## src/sv/sfb_pkg.sv

```systemverilog
// Shared constants and types for the serial port FIFO buffer.
package sfb_pkg;

   localparam int RX_DEPTH = 64;
   localparam int TX_DEPTH = 64;
   localparam int RX_AW    = $clog2(RX_DEPTH);
   localparam int TX_AW    = $clog2(TX_DEPTH);

   localparam logic [1:0] KIND_APP_READ  = 2'd0;
   localparam logic [1:0] KIND_APP_WRITE = 2'd1;
   localparam logic [1:0] KIND_RX_BYTE   = 2'd2;
   localparam logic [1:0] KIND_TX_DONE   = 2'd3;

   localparam int RSP_BITS  = 20;
   localparam int RSP_BYTES = (RSP_BITS + 7) / 8;

   typedef struct packed {
      logic             wr_en;
      logic [RX_AW-1:0] wr_addr;
      logic [7:0]       wr_data;
      logic             rd_en;
      logic [RX_AW-1:0] rd_addr;
   } rx_cmd_type;

   typedef struct packed {
      logic             wr_en;
      logic [TX_AW-1:0] wr_addr;
      logic [7:0]       wr_data;
      logic             rd_en;
      logic [TX_AW-1:0] rd_addr;
   } tx_cmd_type;

   // per-word result info carried alongside the memory read
   typedef struct packed {
      logic       read_valid;
      logic       tx_start;
      logic       tx_bypass;
      logic       tx_stop;
      logic       dropped;
      logic [7:0] data_byte;
   } info_type;

endpackage

```

## src/sv/serial_port_fifo_buffer.sv

```systemverilog
// Top level: serial port receive and transmit ring buffers.
//
//  channel | dir | tdata                         | tuser
//  req_    | in  | [7:0] data_byte               | [1:0] kind
//  rsp_    | out | read_valid..dropped (see port) | -
//
//  One word per cycle while rsp_ is not stalled; each result passes stage s1
//  (aligned with the registered read port of each ring memory), then the output register.
//  Reset clears pointers, busy flag and both pipeline stages; memories keep contents.
//  A stalled rsp_ holds the pipeline; req_tready drops once both stages are full and rsp_ is stalled.
module serial_port_fifo_buffer (
   input  logic                               clock,
   input  logic                               reset,
   input  logic                               req_tvalid,
   output logic                               req_tready,
   input  logic [7:0]                         req_tdata,  // [7:0] data_byte
   input  logic [1:0]                         req_tuser,  // [1:0] kind
   output logic                               rsp_tvalid,
   input  logic                               rsp_tready,
   // [0] read_valid, [8:1] read_data, [9] tx_start, [17:10] tx_data,
   // [18] tx_stop, [19] dropped, rest zero
   output logic [8*sfb_pkg::RSP_BYTES-1:0]    rsp_tdata
);

   sfb_pkg::rx_cmd_type rx_cmd;
   sfb_pkg::tx_cmd_type tx_cmd;
   sfb_pkg::info_type   info;
   sfb_pkg::info_type   s1_info_ff, s1_info_in;
   logic                s1_valid_ff, s1_valid_in;
   logic                out_valid_ff, out_valid_in;
   logic [8*sfb_pkg::RSP_BYTES-1:0] out_data_ff, out_data_in;
   logic                accept, s1_adv;
   logic [7:0]          rx_rd_data, tx_rd_data;
   logic [7:0]          read_data, tx_data;

   assign s1_adv     = !out_valid_ff || rsp_tready;
   assign req_tready = !s1_valid_ff || s1_adv;
   assign accept     = req_tvalid && req_tready;

   sfb_ctrl u_ctrl (
      .clock     (clock),
      .reset     (reset),
      .accept    (accept),
      .kind      (req_tuser),
      .data_byte (req_tdata),
      .rx_cmd    (rx_cmd),
      .tx_cmd    (tx_cmd),
      .info      (info)
   );

   sfb_ram #(.WIDTH(8), .DEPTH(sfb_pkg::RX_DEPTH)) u_rx_ram (
      .clock   (clock),
      .wr_en   (rx_cmd.wr_en),
      .wr_addr (rx_cmd.wr_addr),
      .wr_data (rx_cmd.wr_data),
      .rd_en   (rx_cmd.rd_en),
      .rd_addr (rx_cmd.rd_addr),
      .rd_data (rx_rd_data)
   );

   sfb_ram #(.WIDTH(8), .DEPTH(sfb_pkg::TX_DEPTH)) u_tx_ram (
      .clock   (clock),
      .wr_en   (tx_cmd.wr_en),
      .wr_addr (tx_cmd.wr_addr),
      .wr_data (tx_cmd.wr_data),
      .rd_en   (tx_cmd.rd_en),
      .rd_addr (tx_cmd.rd_addr),
      .rd_data (tx_rd_data)
   );

   assign read_data = s1_info_ff.read_valid ? rx_rd_data : 8'h00;
   assign tx_data   = !s1_info_ff.tx_start ? 8'h00
                      : (s1_info_ff.tx_bypass ? s1_info_ff.data_byte : tx_rd_data);

   always_comb begin
      s1_valid_in  = s1_valid_ff;
      s1_info_in   = s1_info_ff;
      out_valid_in = out_valid_ff;
      out_data_in  = out_data_ff;
      if (s1_adv) begin
         out_valid_in = s1_valid_ff;
         if (s1_valid_ff) begin
            out_data_in = {(8*sfb_pkg::RSP_BYTES)'(0)};
            out_data_in[sfb_pkg::RSP_BITS-1:0] = {s1_info_ff.dropped, s1_info_ff.tx_stop,
                                                  tx_data, s1_info_ff.tx_start,
                                                  read_data, s1_info_ff.read_valid};
         end
      end
      if (req_tready) begin
         s1_valid_in = accept;
         s1_info_in  = info;
      end
   end

   always_ff @(posedge clock) begin
      if (reset) begin
         s1_valid_ff  <= 1'b0;
         out_valid_ff <= 1'b0;
      end else begin
         s1_valid_ff  <= s1_valid_in;
         out_valid_ff <= out_valid_in;
      end
      s1_info_ff  <= s1_info_in;
      out_data_ff <= out_data_in;
   end

   assign rsp_tvalid = out_valid_ff;
   assign rsp_tdata  = out_data_ff;

endmodule

```

## src/sv/sfb_ram.sv

```systemverilog
// Generic single-write, single-read RAM with registered read data.
module sfb_ram #(
   parameter int WIDTH = 8,
   parameter int DEPTH = 64
) (
   input  logic                     clock,
   input  logic                     wr_en,
   input  logic [$clog2(DEPTH)-1:0] wr_addr,
   input  logic [WIDTH-1:0]         wr_data,
   input  logic                     rd_en,
   input  logic [$clog2(DEPTH)-1:0] rd_addr,
   output logic [WIDTH-1:0]         rd_data
);

   logic [WIDTH-1:0] mem_ff [DEPTH];
   logic [WIDTH-1:0] rd_data_ff;

   always_ff @(posedge clock) begin
      if (wr_en) begin
         mem_ff[wr_addr] <= wr_data;
      end
      if (rd_en) begin
         rd_data_ff <= mem_ff[rd_addr];
      end
   end

   assign rd_data = rd_data_ff;

endmodule

```

## src/sv/sfb_ctrl.sv

```systemverilog
// Ring pointers, transmitter-busy flag and per-word memory command decode.
module sfb_ctrl (
   input  logic                clock,
   input  logic                reset,
   input  logic                accept,
   input  logic [1:0]          kind,
   input  logic [7:0]          data_byte,
   output sfb_pkg::rx_cmd_type rx_cmd,
   output sfb_pkg::tx_cmd_type tx_cmd,
   output sfb_pkg::info_type   info
);

   logic [sfb_pkg::RX_AW-1:0] rx_wp_ff, rx_wp_in, rx_rp_ff, rx_rp_in;
   logic [sfb_pkg::TX_AW-1:0] tx_wp_ff, tx_wp_in, tx_rp_ff, tx_rp_in;
   logic                      busy_ff, busy_in;
   logic [sfb_pkg::RX_AW-1:0] rx_wp_nx, rx_rp_nx;
   logic [sfb_pkg::TX_AW-1:0] tx_wp_nx, tx_rp_nx;

   assign rx_wp_nx = (rx_wp_ff == sfb_pkg::RX_AW'(sfb_pkg::RX_DEPTH - 1)) ? '0
                     : rx_wp_ff + 1'b1;
   assign rx_rp_nx = (rx_rp_ff == sfb_pkg::RX_AW'(sfb_pkg::RX_DEPTH - 1)) ? '0
                     : rx_rp_ff + 1'b1;
   assign tx_wp_nx = (tx_wp_ff == sfb_pkg::TX_AW'(sfb_pkg::TX_DEPTH - 1)) ? '0
                     : tx_wp_ff + 1'b1;
   assign tx_rp_nx = (tx_rp_ff == sfb_pkg::TX_AW'(sfb_pkg::TX_DEPTH - 1)) ? '0
                     : tx_rp_ff + 1'b1;

   always_comb begin
      rx_wp_in = rx_wp_ff;
      rx_rp_in = rx_rp_ff;
      tx_wp_in = tx_wp_ff;
      tx_rp_in = tx_rp_ff;
      busy_in  = busy_ff;

      rx_cmd.wr_en   = 1'b0;
      rx_cmd.wr_addr = rx_wp_ff;
      rx_cmd.wr_data = data_byte;
      rx_cmd.rd_en   = 1'b0;
      rx_cmd.rd_addr = rx_rp_ff;
      tx_cmd.wr_en   = 1'b0;
      tx_cmd.wr_addr = tx_wp_ff;
      tx_cmd.wr_data = data_byte;
      tx_cmd.rd_en   = 1'b0;
      tx_cmd.rd_addr = tx_rp_ff;

      info            = '0;
      info.data_byte  = data_byte;

      if (accept) begin
         case (kind)
            sfb_pkg::KIND_APP_READ: begin
               if (rx_wp_ff != rx_rp_ff) begin
                  info.read_valid = 1'b1;
                  rx_cmd.rd_en    = 1'b1;
                  rx_rp_in        = rx_rp_nx;
               end
            end
            sfb_pkg::KIND_APP_WRITE: begin
               if (tx_wp_nx == tx_rp_ff) begin
                  info.dropped = 1'b1;
               end else begin
                  tx_cmd.wr_en = 1'b1;
                  tx_wp_in     = tx_wp_nx;
                  if (!busy_ff) begin
                     tx_rp_in       = tx_rp_nx;
                     busy_in        = 1'b1;
                     info.tx_start  = 1'b1;
                     info.tx_bypass = 1'b1;
                  end
               end
            end
            sfb_pkg::KIND_RX_BYTE: begin
               if (rx_wp_nx == rx_rp_ff) begin
                  info.dropped = 1'b1;
               end else begin
                  rx_cmd.wr_en = 1'b1;
                  rx_wp_in     = rx_wp_nx;
               end
            end
            sfb_pkg::KIND_TX_DONE: begin
               if (tx_wp_ff == tx_rp_ff) begin
                  busy_in      = 1'b0;
                  info.tx_stop = 1'b1;
               end else begin
                  tx_cmd.rd_en  = 1'b1;
                  tx_rp_in      = tx_rp_nx;
                  busy_in       = 1'b1;
                  info.tx_start = 1'b1;
               end
            end
            default: begin
               info = '0;
            end
         endcase
      end
   end

   always_ff @(posedge clock) begin
      if (reset) begin
         rx_wp_ff <= '0;
         rx_rp_ff <= '0;
         tx_wp_ff <= '0;
         tx_rp_ff <= '0;
         busy_ff  <= 1'b0;
      end else begin
         rx_wp_ff <= rx_wp_in;
         rx_rp_ff <= rx_rp_in;
         tx_wp_ff <= tx_wp_in;
         tx_rp_ff <= tx_rp_in;
         busy_ff  <= busy_in;
      end
   end

endmodule

```

## config.mk

```make
export PLATFORM = sky130hd
export DESIGN_NAME = serial_port_fifo_buffer
export DESIGN_NICKNAME = d
export VERILOG_FILES = /design/src/sv/sfb_pkg.sv /design/src/sv/serial_port_fifo_buffer.sv /design/src/sv/sfb_ram.sv /design/src/sv/sfb_ctrl.sv
export SDC_FILE = /design/constraint.sdc
export NUM_CORES = 1
export LEC_CHECK = 0
export ABC_AREA = 1
export BUFFER_PORTS_ARGS = -buffer_cell sky130_fd_sc_hd__buf_2
export CAP_MARGIN = 20
export CORE_ASPECT_RATIO = 1.2
export CORE_MARGIN = 1
export CORE_UTILIZATION = 40
export DETAILED_ROUTE_END_ITERATION = 12
export PLACE_DENSITY = 0.52
export SLEW_MARGIN = 5
export SYNTH_ARGS = -nofsm -noshare
export SYNTH_HDL_FRONTEND = slang
export SYNTH_SLANG_ARGS = --single-unit
```

## constraint.sdc

```tcl
create_clock -name clock -period 3.4 [get_ports clock]
set_clock_uncertainty 0.2 [all_clocks]
set_input_delay 0.51 -clock clock [delete_from_list [all_inputs] [get_ports clock]]
set_output_delay 0.51 -clock clock [all_outputs]
set_load 0.01 [all_outputs]
```

==> results by group <==
Timing
  • Shortest period the worst path allows: 3.22 ns
  • Worst Tran Pin Value: 0.875 ns
  • Highest clock rate: 0.310 GHz
  • Max transition margin: 0.417
  • Final WS setup: 0.176 ns
  • Tcrit/Tclk final: 0.948
  • Final setup viols: 0
  • Final Slew Violations: 0
  • Final Hold Vio Count: 0
  • Setup TNS: 0 ns
  • RSZ-0062 raised after global routing: false

GRT
  • Met3 Resource Use GR: 0.0245
  • Largest net degree at the start of global routing: 164
  • Vias in the first global route: 27,800
  • First-pass GRT wire length: 185,000 um
  • Overflow after GRT: 0
  • Gr busiest metal: met2
  • Met2 Track Usage GR: 0.380
  • Initial antenna violation count: 1
  • Met1 Usage GRT: 0.288
  • Overall global routing resource usage: 0.222

Layout
  • Most frequent cells in the layout: edfxtp_1, nor2_1, o21ai_0, nand2_1, buf_4
  • Post-layout util: 0.467
  • Nets@finish: 3,606
  • Filler instances: 9,894
  • Final instance area: 0.0511 mm2
  • Area Growth Syn to Fin: 15.9%
  • Most common cell after layout, fill and taps aside: edfxtp_1
  • Final std cells w/o fill: 5,099
  • Layout cells sized above 1: 0.128

Setup path
  • CP Data Arrival Time: 3.36 ns
  • CP Capture Type: register
  • CP most frequent cell: nand2_1
  • CP cell instances: ha_1 > nand2_1 > nor2_1 > nand2_1 > nand2_1 > nand2_1 > nand2_1 > nor2_1 > nand3_2 > buf_4 > nand4_1 > nor2_1
  • CP peak stage delay: 0.69 ns
  • Worst-path fanout max: 8
  • CP Class: reg2reg
  • Crit path buffers/inverters: 1
  • Critical Path RT: 3.53 ns
  • Setup crit start kind: register
  • Slowest CP cell: nor2_1
  • Family with the most delay on the worst path: simple AND/OR/NAND/NOR gates

Place
  • Place WS: 0.120 ns
  • Cell Count Post-Placement: 4,886
  • Cell Area, Placed: 0.0471 mm2
  • Detailed placer's ending HPWL: 75,200 um
  • # port buffers: 35
  • GPL Wtd Cong: 0.877

Synth
  • Post-Synthesis Cells: 3,451
  • Cell taking the most area after synthesis: edfxtp_1
  • Mapped cell area: 0.0441 mm2
  • Yosys reg bits: 1,100
  • Yosys warns: 0
  • Synth top area cells: edfxtp_1, o21ai_0, nor2_1
  • Post-synthesis sequential area ratio: 0.743
  • Top-area cell type share of the netlist area: 0.731
  • Synth cell types: 37
  • Avg Inst Size Synth: 12.8 um2

Drt
  • WL final: 125,000 um
  • Routed Antenna Nets: 0
  • Vias: 28,300
  • First-pass DRT Iterations: 6
  • DRC: 0
  • Drt via density: 5.55
  • DR WL/cell: 24.6 um
  • DR iter-0 viols: 2,618

Floorplanning
  • Core area: 0.109 mm2
  • Io pins: 40
  • Die height: 366 um
  • Die area: 0.112 mm2
  • Initial Util: 0.403
  • Die Width: 305 um
  • Core Rows: 133

Power and ir drop
  • Clock power share: 0.441
  • Lkg Pwr: 0.0170 uW
  • Pint: 23,300 uW
  • Flop pwr share: 0.500
  • Net Sw Power: 6700 uW
  • Gate power share: 0.059
  • Pwr Density: 587 mW/mm2
  • Switching Fraction: 0.224
  • Maximum VDD drop: 0.000406 V

Clocking
  • Post-CTS setup buffers: 0
  • Post_cts resized: 0
  • H-tree Lvls: 3
  • Clock Latency Late Sink: 0.71 ns
  • Clk slew on worst S/H paths: 0.07 ns
  • Clock root buffer: clkbuf_16
  • CTS Buf Count: 112
  • CTS Sinks: 1,100
  • Clock tree from TritonCTS: done
  • Longest Clk Path Bufs: 3

Job
  • Max-cap violations: 0

Outcome
  • Status: finished, final reports clean

Min path
  • Tightest Hold Check Type: in2reg
==> power groups by stage <==
stage / Combinational, uW / Sequential [uW] / Clock (uW)
floorplan: 934 / 15300 / 0
global placement: 1780 / 15300 / 0
detailed placement: 1780 / 15300 / 0
CTS: 1790 / 15000 / 13500
finish: 1770 / 15000 / 13200
global route: 1930 / 15000 / 13900
==> synthesized netlist by cell type, drive strengths merged <==
| master | count |
|---|---|
| nand4 | 27 |
| o221ai | 129 |
| nand2 | 229 |
| edfxtp | 1073 |
| inv | 67 |
| xor2 | 6 |
| clkbuf | 180 |
| conb | 1 |
| nor2 | 695 |
| and2 | 1 |
| o22ai | 95 |
| o21a | 1 |
| o21ai | 538 |
| dfxtp | 27 |
| a21oi | 33 |
| a31oi | 1 |
| clkinv | 4 |
| o211ai | 61 |
| nand3 | 168 |
| ha | 8 |
| xnor2 | 3 |
| buf | 55 |
| nor3 | 49 |
==> through the flow <==
step                power (uW)  hold slack (ns)
floorplan                16200            0.200
global placement         17100            0.203
detailed placement       17100            0.207
CTS                      30200          0.00328
global route             30900           0.0256
finish                   30000           0.0435
==> worst reg2reg max path, delay by kind of cell (launching register included) <==
family	cells	cell delay, ns
buf+inv	1	0.14
simple gates	10	1.77
fa+ha+maj	1	0.28
flops	1	0.48
==> cells by family (layout without fill, tap and decap cells) <==
| logic type | Yosys count | in the layout | synth area share |
|---|---|---|---|
| AOI/OAI and AO/OA | 858 | 858 | 0.115 |
| xor gates and xnor gates | 9 | 9 | 0.00196 |
| adders and majority gates | 8 | 8 | 0.00227 |
| buffers and inverters | 306 | 533 | 0.0274 |
| DFF | 1100 | 1100 | 0.743 |
| other | 1 | 5 | 0.0000850 |
| and+or+nand+nor | 1169 | 1169 | 0.111 |
==> cell type report <==
| class | instances | area, um2 | area share |
|---|---|---|---|
| multi-input combinational | 2048 | 10200 | 0.199 |
| clock inverter | 83 | 1050 | 0.0206 |
| timing repair buffer | 251 | 2140 | 0.0420 |
| tap | 1417 | 1770 | 0.0347 |
| antenna | 1 | 2.50 | 0.0000490 |
| inverter | 71 | 283 | 0.00553 |
| sequential | 1100 | 32800 | 0.642 |
| clock buffer | 128 | 2910 | 0.0569 |
==> sequential cells by signal (all words and copies together), names as in the netlist <==
| name | flops |
|---|---|
| s1_valid_ff | 1 |
| u_ctrl.busy_ff | 1 |
| u_tx_ram.rd_data | 8 |
| rsp_tdata | 20 |
| rsp_tvalid | 1 |
| s1_info_ff | 13 |
| u_rx_ram.mem_ff | 512 |
| u_rx_ram.rd_data | 8 |
| u_ctrl.tx_rp_ff | 6 |
| u_tx_ram.mem_ff | 512 |
| u_ctrl.tx_wp_ff | 6 |
| u_ctrl.rx_rp_ff | 6 |
| u_ctrl.rx_wp_ff | 6 |
==> routing by layer <==
metal | vias to the layer above | share of wire
li1 | 13100 | -
met1 | 14200 | 0.42
met2 | 782 | 0.50
met3 | 203 | 0.042
met4 | 0 | 0.036
met5 | - | 0
==> final timing paths <==
path,cells past startpoint,endpoint,slack (ns),start
hold / removal,3,rsp_tvalid,0.04,reset
setup / recovery,12,u_tx_ram.mem_ff[21][0],0.18,u_ctrl.tx_wp_ff[1]
hold reg to reg,0,rsp_tdata[19],0.22,s1_info_ff[8]
setup reg to reg,12,u_tx_ram.mem_ff[21][0],0.18,u_ctrl.tx_wp_ff[1]
==> repair_timing <==
| item | CTS | global route |
|---|---|---|
| endpoints found under the setup margin | 0 | 0 |
| hold buffers | 1 | 0 |
| endpoints found under the hold margin | 1 | 0 |
(Power assumes the default switching activity.)
